===== src/rtl/sync_checksum_frame_receiver_unit_assert.svh =====
// assertion macros for the sync checksum frame receiver
`ifndef SYNC_CHECKSUM_FRAME_RECEIVER_UNIT_ASSERT_SVH
`define SYNC_CHECKSUM_FRAME_RECEIVER_UNIT_ASSERT_SVH

`ifndef NO_ASSERTIONS
// check a property on every rising clock edge outside of reset
`define SCFR_ASSERT(lbl, prop, msg) \
  lbl: assert property (@(posedge clk_i) disable iff (!rst_ni) prop) else $error(msg);
// check an implication on every rising clock edge outside of reset
`define SCFR_ASSERT_IMP(lbl, ante, cons, msg) \
  lbl: assert property (@(posedge clk_i) disable iff (!rst_ni) (ante) |-> (cons)) \
    else $error(msg);
`else
`define SCFR_ASSERT(lbl, prop, msg)
`define SCFR_ASSERT_IMP(lbl, ante, cons, msg)
`endif

`endif


===== src/rtl/scfr_pkg.sv =====
// types and constants shared by the frame receiver modules
`timescale 1ns / 1ps
package scfr_pkg;

  localparam int unsigned WIN_DEPTH = 7;
  localparam int unsigned FRAME_LEN = 8;
  localparam int unsigned FILL_W    = 3;

  localparam logic [FILL_W-1:0] FILL_FULL = FILL_W'(WIN_DEPTH);

  localparam logic [7:0] SYNC_FIRST  = 8'hEB;
  localparam logic [7:0] SYNC_SECOND = 8'h90;

  typedef logic [WIN_DEPTH-1:0][7:0] win_t;

  // first member sits in the highest bits, so function_code lands in bits 7:0
  typedef struct packed {
    logic [15:0] speed_command;
    logic [7:0]  data_byte_three;
    logic [7:0]  data_byte_two;
    logic [7:0]  data_byte_one;
    logic [7:0]  data_byte_zero;
    logic [7:0]  function_code;
  } frame_t;

endpackage


===== src/rtl/scfr_cell.sv =====
// one byte cell of the receive window shift chain
`timescale 1ns / 1ps
module scfr_cell (
  input  logic       clk_i,
  input  logic       rst_ni,
  input  logic       shift_i,
  input  logic [7:0] byte_i,
  output logic [7:0] byte_o
);

  logic [7:0] byte_q;
  logic [7:0] byte_d;

  assign byte_d = shift_i ? byte_i : byte_q;

  always_ff @(posedge clk_i or negedge rst_ni) begin
    if (!rst_ni) begin
      byte_q <= 8'h00;
    end else begin
      byte_q <= byte_d;
    end
  end

  assign byte_o = byte_q;

endmodule


===== src/rtl/scfr_check.sv =====
// sync word and additive checksum test over the window plus the new byte
`timescale 1ns / 1ps
module scfr_check (
  input  scfr_pkg::win_t   window_i,
  input  logic [7:0]       byte_i,
  output logic             hit_o,
  output scfr_pkg::frame_t frame_o
);
  import scfr_pkg::*;

  logic [FRAME_LEN-1:0][7:0] fr;
  logic [7:0]                sum;

  always_comb begin
    fr                = '0;
    fr[WIN_DEPTH-1:0] = window_i;
    fr[FRAME_LEN-1]   = byte_i;
  end

  // checksum covers frame bytes 2 through 7, modulo 256
  always_comb begin
    sum = 8'h00;
    for (int i = 2; i < FRAME_LEN; i++) begin
      sum = sum + fr[i];
    end
  end

  assign hit_o = (fr[0] == SYNC_FIRST) && (fr[1] == SYNC_SECOND) && (sum == 8'h00);

  always_comb begin
    frame_o.function_code   = fr[2];
    frame_o.data_byte_zero  = fr[3];
    frame_o.data_byte_one   = fr[4];
    frame_o.data_byte_two   = fr[5];
    frame_o.data_byte_three = fr[6];
    frame_o.speed_command   = {fr[4], fr[5]};
  end

endmodule


===== src/rtl/sync_checksum_frame_receiver_unit.sv =====
// sync word frame receiver: byte input stream in, decoded frame stream out
//
// s_axis takes one received byte per item in tdata[7:0]. every accepted byte
// moves down a chain of seven byte cells; once seven bytes are held, each new
// byte completes an eight byte candidate (0xEB 0x90, then six bytes whose sum
// is zero modulo 256). a hit gives one item on m_axis and empties the window,
// a miss simply drops the oldest byte.
// throughput is one byte per cycle while s_axis_tready is high, set by the single
// shift of the cell chain and the six byte sum done in the same cycle.
// a completed frame is registered: it goes to the output register, or to the skid
// register while the output register holds a frame that m_axis is not taking.
// m_axis carries the result from an output register backed by one skid
// register, so s_axis keeps taking bytes while a frame waits; s_axis_tready
// drops only while both hold a frame.
// reset empties the window and both output registers; the first frame can
// complete on the eighth byte after reset.
`timescale 1ns / 1ps
module sync_checksum_frame_receiver_unit (
  input  logic        clk_i,
  input  logic        rst_ni,
  input  logic        s_axis_tvalid,
  output logic        s_axis_tready,
  input  logic [7:0]  s_axis_tdata,   // [7:0] received_byte
  output logic        m_axis_tvalid,
  input  logic        m_axis_tready,
  output logic [55:0] m_axis_tdata    // [7:0] function_code, [15:8] data_byte_zero,
                                      // [23:16] data_byte_one, [31:24] data_byte_two,
                                      // [39:32] data_byte_three, [55:40] speed_command
);
  import scfr_pkg::*;

  `include "sync_checksum_frame_receiver_unit_assert.svh"

  win_t              win;
  logic              in_acc;
  logic              out_taken;
  logic              hit;
  logic              full;
  logic              new_res;
  frame_t            frame;

  logic [FILL_W-1:0] fill_q, fill_d;
  logic              out_valid_q, out_valid_d;
  logic              skid_valid_q, skid_valid_d;
  frame_t            out_q, out_d;
  frame_t            skid_q, skid_d;

  assign s_axis_tready = !skid_valid_q;
  assign in_acc        = s_axis_tvalid && s_axis_tready;
  assign out_taken     = out_valid_q && m_axis_tready;
  assign full          = (fill_q == FILL_FULL);
  assign new_res       = in_acc && full && hit;

  // window chain, cell 0 oldest, new bytes enter at the top cell
  for (genvar g = 0; g < WIN_DEPTH; g++) begin : g_cell
    if (g == WIN_DEPTH - 1) begin : g_top
      scfr_cell u_cell (
        .clk_i   (clk_i),
        .rst_ni  (rst_ni),
        .shift_i (in_acc),
        .byte_i  (s_axis_tdata),
        .byte_o  (win[g])
      );
    end else begin : g_mid
      scfr_cell u_cell (
        .clk_i   (clk_i),
        .rst_ni  (rst_ni),
        .shift_i (in_acc),
        .byte_i  (win[g+1]),
        .byte_o  (win[g])
      );
    end
  end

  scfr_check u_check (
    .window_i (win),
    .byte_i   (s_axis_tdata),
    .hit_o    (hit),
    .frame_o  (frame)
  );

  always_comb begin
    fill_d = fill_q;
    if (in_acc) begin
      if (!full) begin
        fill_d = fill_q + FILL_W'(1);
      end else if (hit) begin
        fill_d = '0;
      end
    end
  end

  // output register with one skid entry behind it
  always_comb begin
    out_valid_d  = out_valid_q;
    skid_valid_d = skid_valid_q;
    out_d        = out_q;
    skid_d       = skid_q;
    if (out_taken) begin
      if (skid_valid_q) begin
        out_d        = skid_q;
        skid_valid_d = 1'b0;
      end else if (new_res) begin
        out_d = frame;
      end else begin
        out_valid_d = 1'b0;
      end
    end else if (new_res) begin
      if (out_valid_q) begin
        skid_d       = frame;
        skid_valid_d = 1'b1;
      end else begin
        out_d       = frame;
        out_valid_d = 1'b1;
      end
    end
  end

  always_ff @(posedge clk_i or negedge rst_ni) begin
    if (!rst_ni) begin
      fill_q       <= '0;
      out_valid_q  <= 1'b0;
      skid_valid_q <= 1'b0;
    end else begin
      fill_q       <= fill_d;
      out_valid_q  <= out_valid_d;
      skid_valid_q <= skid_valid_d;
    end
  end

  always_ff @(posedge clk_i) begin
    out_q  <= out_d;
    skid_q <= skid_d;
  end

  assign m_axis_tvalid = out_valid_q;
  assign m_axis_tdata  = out_q;

  `SCFR_ASSERT_IMP(a_skid_behind_out, skid_valid_q, out_valid_q, "skid full with output empty")
  `SCFR_ASSERT(a_res_shows, new_res |=> out_valid_q, "frame hit did not reach the output")
  `SCFR_ASSERT(a_fill_step, (in_acc && !full) |=> (fill_q == $past(fill_q) + 3'd1), "fill stuck")

endmodule


===== config.mk =====
export PLATFORM = sky130hd
export DESIGN_NAME = sync_checksum_frame_receiver_unit
export DESIGN_NICKNAME = d
export VERILOG_FILES = /design/src/rtl/scfr_pkg.sv /design/src/rtl/scfr_cell.sv /design/src/rtl/scfr_check.sv /design/src/rtl/sync_checksum_frame_receiver_unit.sv
export VERILOG_INCLUDE_DIRS = /design/src /design/src/rtl
export SDC_FILE = /design/constraint.sdc
export NUM_CORES = 1
export LEC_CHECK = 0
export BUFFER_PORTS_ARGS = -buffer_cell sky130_fd_sc_hd__buf_2
export CAP_MARGIN = 20
export CORE_MARGIN = 2
export CORE_UTILIZATION = 58
export DETAILED_ROUTE_END_ITERATION = 8
export PLACE_DENSITY = 0.8
export SETUP_SLACK_MARGIN = 0.15
export SLEW_MARGIN = 0
export SYNTH_ARGS = -nofsm -noshare
export SYNTH_HDL_FRONTEND = slang
export SYNTH_SLANG_ARGS = --single-unit

===== constraint.sdc =====
create_clock -name clk_i -period 8.4 [get_ports clk_i]
set_input_delay 1.68 -clock clk_i [delete_from_list [all_inputs] [get_ports clk_i]]
set_output_delay 1.68 -clock clk_i [all_outputs]
set_load 0.005 [all_outputs]

== Word-level counts from Yosys, hierarchy flattened ==
Cells that the tools add are included.
W data, S select, Z words.
Operators by class
  add/sub/neg operators: 6
  equal/unequal tests: 7
  mux-type cells: 14
  bitwise operators: 1
  reduce and logical (&&, ||, !) cells: 16
Operator list (number)
  $mux W56: 5
  $add A8 B8 Y8: 5
  $eq A8 B8 Y1 const B: 2
  $reduce_and A3 Y1: 3
  $logic_not A8 Y1: 1
  $ne A2 B2 Y1 const B: 4
  $mux W1: 7
  $logic_and A1 B1 Y1: 6
  $mux W3: 2
  $reduce_bool A2 Y1: 3
  $reduce_and A2 Y1: 2
  $add A3 B1 Y3 const B: 1
  $eq A3 B3 Y1 const B: 1
  $logic_not A1 Y1: 1
  $not A1 Y1: 1
Storage, ports and cells
  flip-flop bits (word level): 173
  bits of input ports: 12
  output and inout port bits: 58
  logic and storage cells: 66

== Logic depth before layout (Yosys ltp) ==
Gate-level depths: netlist of run 1.
  word-level depth: 11
  depth in mapped cells: 15
  gate-level depth less buffers: 15

== Modules after synthesis ==
A second synthesis of run 1 with hierarchy kept.
Second synthesis, totals
  cells, all modules: 479
  area total of the unflattened synthesis: 8084.0 um^2
By module, submodules not included
  sync_checksum_frame_receiver_unit: instances 1, cells each 202, area an instance 4342.9 um^2, seq. area each 3488.3 um^2
  scfr_cell: instances 7, cells each 17, area an instance 331.6 um^2, seq. area each 200.2 um^2
  scfr_check: instances 1, cells each 158, area an instance 1420.1 um^2, seq. area each 0.0 um^2

== Worst setup path before layout of run 1 ==
OpenSTA, ideal clock, no wires.
  path kind: in2reg
  start: in s_axis_tdata[2]
  end: reg out_q (netlist bit m_axis_tdata[0]), enable pin
  library setup time: 498 ps
  data arrival time: 7789 ps
  data required time: 7902 ps
  path slack: 112 ps
  stages on the path: 13
  path buffers: 0
  path through: fa_1 inv_1 fa_1 fa_1 inv_1 ha_1 fa_1 a21o_1 a21oi_1 xnor2_1 nor4_2 nand3_1 a21boi_0
On the way
  longest elaborated chain between the ends: 6
  elaborated cells on any way between the ends: 7
  those cells by class: add/sub (1); reduce/logical (6)
Ends and longest elaborated chain
  start, declared: line sync_checksum_frame_receiver_unit.sv:23  | input logic [7:0] s_axis_tdata,
  $add A8 B8 Y8 (*): line scfr_check.sv:24  | sum = sum + fr[i];
  $logic_not A8 Y1 (*): line scfr_check.sv:28  | assign hit_o = (fr[0] == SYNC_FIRST) && (fr[1] == SYNC_SECOND) && (sum == 8'h00);
  $logic_and A1 B1 Y1 (*): line scfr_check.sv:28
  $logic_and A1 B1 Y1 (*): line sync_checksum_frame_receiver_unit.sv:52  | assign new_res = in_acc && full && hit;
  $reduce_bool A2 Y1 (no line)
  $reduce_and A3 Y1 (no line) (*)
  end signal, assigned: line sync_checksum_frame_receiver_unit.sv:132  | out_q <= out_d;
  end, declared: line sync_checksum_frame_receiver_unit.sv:45  | frame_t out_q, out_d;
Every way passes the cells marked *; elsewhere a longest branch is shown, timed or not.
A chain may end at the register's enable or synchronous reset.

== Worst setup path after layout of run 1 ==
  start: in s_axis_tdata[2]
  end: reg out_q (netlist bit m_axis_tdata[10]), enable pin
The elaborated chain is that of the path after synthesis.

==> results of run 1 <==
power groups by stage:
stage / Sequential [mW] / Combinational, mW / Clock (mW)
after global routing: 0.916 / 0.940 / 0.729
after floorplan: 0.887 / 0.678 / 0
after global placement: 0.909 / 0.791 / 0
final: 0.902 / 0.798 / 0.688
after CTS: 0.903 / 0.819 / 0.703
after detailed placement: 0.916 / 0.812 / 0
worst max path at each step:
| stage | to | slack, ns | cells past startpoint |
|---|---|---|---|
| floorplan | m_axis_tdata[0] | 1.16 | 13 |
| finish | m_axis_tdata[10] | 2.23 | 15 |
| CTS | m_axis_tdata[1] | 2.20 | 15 |
| global placement | m_axis_tdata[1] | 1.79 | 15 |
| detailed placement | m_axis_tdata[0] | 1.66 | 15 |
| global route | m_axis_tdata[1] | 1.86 | 15 |
per-layer routing:
| metal | vias up | share of wire |
|---|---|---|
| met5 | - | 0 |
| met4 | 0 | 0.015 |
| met3 | 19 | 0.033 |
| met2 | 72 | 0.51 |
| met1 | 1629 | 0.44 |
| li1 | 1467 | - |
layout make-up:
cell class                 count  area, um2  share of cell area
timing repair buffer          74        395              0.0542
multi-input combinational    177       2090               0.287
inverter                      40        150              0.0206
clock inverter                11        108              0.0148
tap                          140        175              0.0240
sequential                   141       3930               0.539
clock buffer                  21        439              0.0602
flip-flops by register name, indices dropped and copies added, names as in the netlist:
| name | cells |
|---|---|
| skid_q | 40 |
| skid_valid_q | 1 |
| m_axis_tvalid | 1 |
| m_axis_tdata | 40 |
| g_cell.g_mid.u_cell.byte_o | 48 |
| g_cell.g_top.u_cell.byte_o | 8 |
| fill_q | 3 |
through the flow:
step | hold WS, ns | power (mW) | area (um2) | worst slack [ns]
floorplan | 0.457 | 1.56 | 6310 | 1.16
global placement | 0.480 | 1.70 | 6720 | 1.79
detailed placement | 0.493 | 1.73 | 6740 | 1.66
CTS | 0.500 | 2.42 | 7290 | 2.20
global route | 0.519 | 2.58 | 7290 | 1.86
finish | 0.496 | 2.39 | 7290 | 2.23
placed cells by master, fill, tap and decap left out, drive strengths merged:
master,netlist,routed
mux2,97,97
edfxtp,80,80
buf,24,74
dfrtp,61,61
inv,40,44
fa,27,27
clkbuf,3,21
xnor2,11,11
ha,8,8
nand2,7,7
o21ai,5,5
a21oi,5,5
clkinv,0,4
nand3,3,3
a21o,2,2
nor4b,2,2
nor4bb,2,2
clkinvlp,0,2
xnor3,1,1
and4b,1,1
nor2b,1,1
nand4,1,1
nor4,1,1
a21boi,1,1
nor2,1,1
and2b,1,1
bufinv,0,1
cells by family after synthesis:
logic type,synth area share
DFF,0.623
muxes,0.173
buffers and inverters,0.0504
adders and majority gates,0.102
and+or+nand+nor,0.0200
AOI/OAI and AO/OA,0.0121
xor gates and xnor gates,0.0200
worst register-to-register path: cells and delay by family, from the launching register on:
kind / cells / cell delay, ns
compound gates: 3 / 1.09
buf+inv: 3 / 0.51
xor+xnor: 1 / 0.09
flops: 1 / 0.45
simple gates: 2 / 0.64
fa+ha+maj: 5 / 2.21
==> flow_summary.yaml, run 1 <==
final_layout:
  finalNetCount: 498
  fillCellCount: 756
  drive_gt1_frac: 0.444
  area_delta_synth_final_pct: 15.5
  post-route-util: 0.678
  antennaDiodeCount: 0
  finalNonFillerCells: 604
global_routing:
  grt-ovfl-total: 0
  grt_max_degree: 62
  grtUsageMet1: 0.257
  met2_usage: 0.334
  grt_first_pass_wirelength_um: 17600
  grt_use_total: 0.203
  grt-busiest-layer: "met2"
  antenna_found_initial: 0
  use_met3: 0.0542
  grt_pass1_vias: 3536
worst_setup_path:
  crit_start: "s_axis_tdata[2]"
  path_delay_family: "adder cells"
  crit_chain: "buf_2 -> fa_1 -> inv_1 -> fa_1 -> fa_1 -> inv_1 -> ha_1 -> fa_1 -> a21o_1 -> a21oi_1 -> xnor2_1 -> nor4_2 -> nand3_1 -> a21boi_4 -> buf_4"
  cp_common_cell: "fa_1"
  start_kind: "primary input"
  arrival_ns: 6.38
  critPathSlowestCell: "a21boi_4"
  critPathKind: "in2reg"
  crit_required_ns: 8.61
  r2r-start: "g_cell[2].g_mid.u_cell.byte_o[2]"
  worstSetupEndpointType: "register"
  r2r_cells: 14
  path_buf_inv: 4
  ff2ff_setup_slack_ns: 3.08
  critPathMaxStageDelay_ns: 0.76
  r2r_end: "m_axis_tdata[10]"
  cp_max_fo: 23
clock_tree:
  clkLatencyLatePin_ns: 0.53
  cts_sinks: 141
  cts_buffer_depth: 2
  cts_tree: "done"
  cts_hold_buf: 0
  clockRootBuffer: "clkbuf_8"
  cts_made_buffers: 17
  htreeDepth: 4
  clk_pin_slew_worst_paths_ns: 0.06
  post-cts-setup-buffer-count: 0
  cts-resized-gates: 0
hold_path:
  hold_class: "reg2reg"
  worst_hold_startpoint: "g_cell[0].g_mid.u_cell.byte_o[1]"
  min_to: "g_cell[0].g_mid.u_cell.byte_o[1]"
  hold_depth: 1
routing:
  drt_iter0_drc: 93
  antenna_left: 0
  firstDrtPassIters: 4
  wl_um: 10500
  routedWlPerCell_um: 17.3
  viasPerCell: 5.28
  drcViolationCount: 0
  via_count: 3187
die:
  die_height_um: 108
  core_area_um2: 10700
  start_util: 0.587
  rows: 38
  dieArea_um2: 11700
  dieWidth_um: 108
  io_pins: 70
placement:
  dp_hpwl_um: 6730
  dp_cells: 572
  place_congestion: 0.788
  portBuffers: 69
sta:
  tightest_slew_ns: 0.872
  rsz0062_at_grt: "no"
  slew_violations: 0
  timing.setup.tns_ns: 0
  timing.final.crit_period_ns: 6.17
  final-setup-viol-count: 0
  fmax_mhz: 162
  fin_crit_sh: 0.734
  max_slew_margin: 0.417
  hold_violations: 0
  skew_ns: 0.00822
synthesis:
  synth_top_area_share: 0.381
  synthTopCellsByArea: "edfxtp_1 (38%), dfrtp_1 (24%), mux2_2 (17%)"
  ys_types: 29
  synth_edf_count: 80
  syn-instance-count: 385
  synth_top_area_cell: "edfxtp_1"
  ys_ff_latch: 141
  synth_common_cells: "mux2_2 (95), edfxtp_1 (80), dfrtp_1 (61)"
  seq_area_frac_synth: 0.623
  ys_warn_count: 0
  syn-num-nets: 432
  netlist_area_um2: 6310
  ys.flop_type: "edfxtp_1"
  avgSynthCellArea_um2: 16.4
  synth_most_common_cell: "mux2_2"
  async_flop_share: 0.433
power:
  p_per_area_nw_per_um2: 328
  p_leak_nw: 3.01
  ir_worst_vdd_uv: 207
  p_sw_mw: 0.746
  sw_frac_of_total: 0.312
  clkPwrFrac: 0.288
  pwr-share-seq: 0.378
  power_frac_comb: 0.334
  intPower_mw: 1.64
outcome:
  status: "complete, no violations"
flow_run:
  maxCapViolCount: 0
(Power assumes the default switching activity.)
==> run 2, diff against run 1 <==
--- a/config.mk
+++ b/config.mk
@@ -9,9 +9,9 @@
 export BUFFER_PORTS_ARGS = -buffer_cell sky130_fd_sc_hd__buf_2
 export CAP_MARGIN = 20
 export CORE_MARGIN = 2
-export CORE_UTILIZATION = 58
+export CORE_UTILIZATION = 53
 export DETAILED_ROUTE_END_ITERATION = 8
-export PLACE_DENSITY = 0.8
+export PLACE_DENSITY = 0.77
 export SETUP_SLACK_MARGIN = 0.15
 export SLEW_MARGIN = 0
 export SYNTH_ARGS = -nofsm -noshare
==> constraint.sdc (replaced) <==
create_clock -name clk_i -period 5.65 [get_ports clk_i]
set_input_delay 1.13 -clock clk_i [delete_from_list [all_inputs] [get_ports clk_i]]
set_output_delay 1.13 -clock clk_i [all_outputs]
set_load 0.005 [all_outputs]
==> flow_summary.yaml, run 2 (synthesized netlist as in run 1, its figures left out) <==
outcome:
  status: "finished, violations left"
  violations: "design-rule violations"
worst_setup_path:
  arrival_ns: 5.17
  worstSetupEndpointType: "register"
  crit_required_ns: 5.77
  critPathKind: "in2reg"
  start_kind: "primary input"
  cp_max_fo: 20
global_routing:
  antenna_found_initial: 0
  grt_pass1_vias: 3303
  grt_use_total: 0.167
  grt_first_pass_wirelength_um: 16300
  grt_max_degree: 62
  grt-ovfl-total: 0
sta:
  fmax_mhz: 198
  rsz0062_at_grt: "no"
  tightest_slew_ns: 0.816
  skew_ns: 0.00593
  timing.setup.tns_ns: 0
  max_slew_margin: 0.456
  slew_violations: 0
  timing.final.ws_setup_ns: 0.599
  hold_violations: 0
  final-setup-viol-count: 0
  fin_crit_sh: 0.894
  timing.final.crit_period_ns: 5.05
routing:
  via_count: 3181
  routedWlPerCell_um: 16.3
  drt_iter0_drc: 173
  firstDrtPassIters: 8
  wl_um: 9940
  viasPerCell: 5.22
  drcViolationCount: 8
  antenna_left: 0
clock_tree:
  post-cts-setup-buffer-count: 0
  cts_sinks: 141
  htreeDepth: 4
  cts_buffer_depth: 2
  clk_pin_slew_worst_paths_ns: 0.06
  cts_hold_buf: 0
  cts_tree: "done"
  clockRootBuffer: "clkbuf_16"
  cts_made_buffers: 17
  clkLatencyLatePin_ns: 0.41
  cts-resized-gates: 0
die:
  core_area_um2: 11500
  io_pins: 70
  start_util: 0.548
  die_height_um: 113
  rows: 39
  dieWidth_um: 113
  dieArea_um2: 12800
placement:
  portBuffers: 69
  dp_hpwl_um: 6350
  place_congestion: 0.772
  pre_cts_ws_ns: 0.177
final_layout:
  antennaDiodeCount: 0
  area_delta_synth_final_pct: 17.0
  drive_gt1_frac: 0.453
  finalNetCount: 500
  post-route-util: 0.641
  layout_commonest_cell: "mux2_2"
  largest_register_ffs: 48
  final_cell_mix: "mux2_2 (95), edfxtp_1 (80), buf_2 (69), dfrtp_1 (61), inv_1 (40)"
power:
  ir_worst_vdd_uv: 381
  p_per_area_nw_per_um2: 491
  p_leak_nw: 3.03
hold_path:
  hold_class: "reg2reg"
flow_run:
  maxCapViolCount: 0
[run 2: critical path, stage by stage]
cell	delay (ns)
buf_2	0.12
fa_1	0.53
inv_1	0.05
fa_1	0.50
fa_1	0.55
inv_1	0.04
ha_1	0.21
fa_1	0.40
a21o_1	0.17
a21oi_1	0.17
xnor2_1	0.10
nor4_2	0.35
nand3_1	0.31
a21boi_4	0.30
buf_12	0.20
[run 2: final timing paths]
check | startpoint | end | slack [ns] | depth (start not counted)
hold / removal | g_cell[0].g_mid.u_cell.byte_o[0] | g_cell[0].g_mid.u_cell.byte_o[0] | 0.50 | 1
hold reg to reg | g_cell[0].g_mid.u_cell.byte_o[0] | g_cell[0].g_mid.u_cell.byte_o[0] | 0.50 | 1
max in group asynchronous | rst_ni | g_cell[4].g_mid.u_cell.byte_o[5] | 4.22 | 2
min in group asynchronous | rst_ni | g_cell[4].g_mid.u_cell.byte_o[7] | 0.88 | 2
setup reg to reg | g_cell[4].g_mid.u_cell.byte_o[2] | m_axis_tdata[44] | 1.00 | 14
setup / recovery | s_axis_tdata[2] | m_axis_tdata[44] | 0.60 | 15
[run 2: metrics by stage]
stage / hold slack (ns) / cell area [um2] / power [mW] / instances
finish: 0.503 / 7380 / 3.63 / 609
global route: 0.528 / 7380 / 3.89 / 609
CTS: 0.505 / 7350 / 3.68 / 608
detailed placement: 0.492 / 6780 / 2.59 / 576
global placement: 0.479 / 6780 / 2.53 / 576
floorplan: 0.457 / 6330 / 2.33 / 385
[run 2: cell type report]
cell class,instances,area (um2)
clock buffer,17,425
clock inverter,15,150
fill,852,4130
inverter,40,150
multi-input combinational,177,2090
sequential,141,3930
tap,143,179
timing repair buffer,76,455
[run 2: power by group]
| part | internal [mW] | total [mW] | switching, mW |
|---|---|---|---|
| Clock | 0.645 | 1.07 | 0.423 |
| Combinational | 0.622 | 1.22 | 0.597 |
| Sequential | 1.22 | 1.34 | 0.115 |
| Total | 2.49 | 3.63 | 1.13 |
[run 2: metal layers]
| layer | wire length, um | track usage | vias to the layer above |
|---|---|---|---|
| li1 | - | - | 1468 |
| met1 | 4480 | 0.218 | 1641 |
| met2 | 4980 | 0.266 | 59 |
| met3 | 331 | 0.0434 | 13 |
| met4 | 146 | 0.0797 | 0 |
| met5 | 0 | 0 | - |
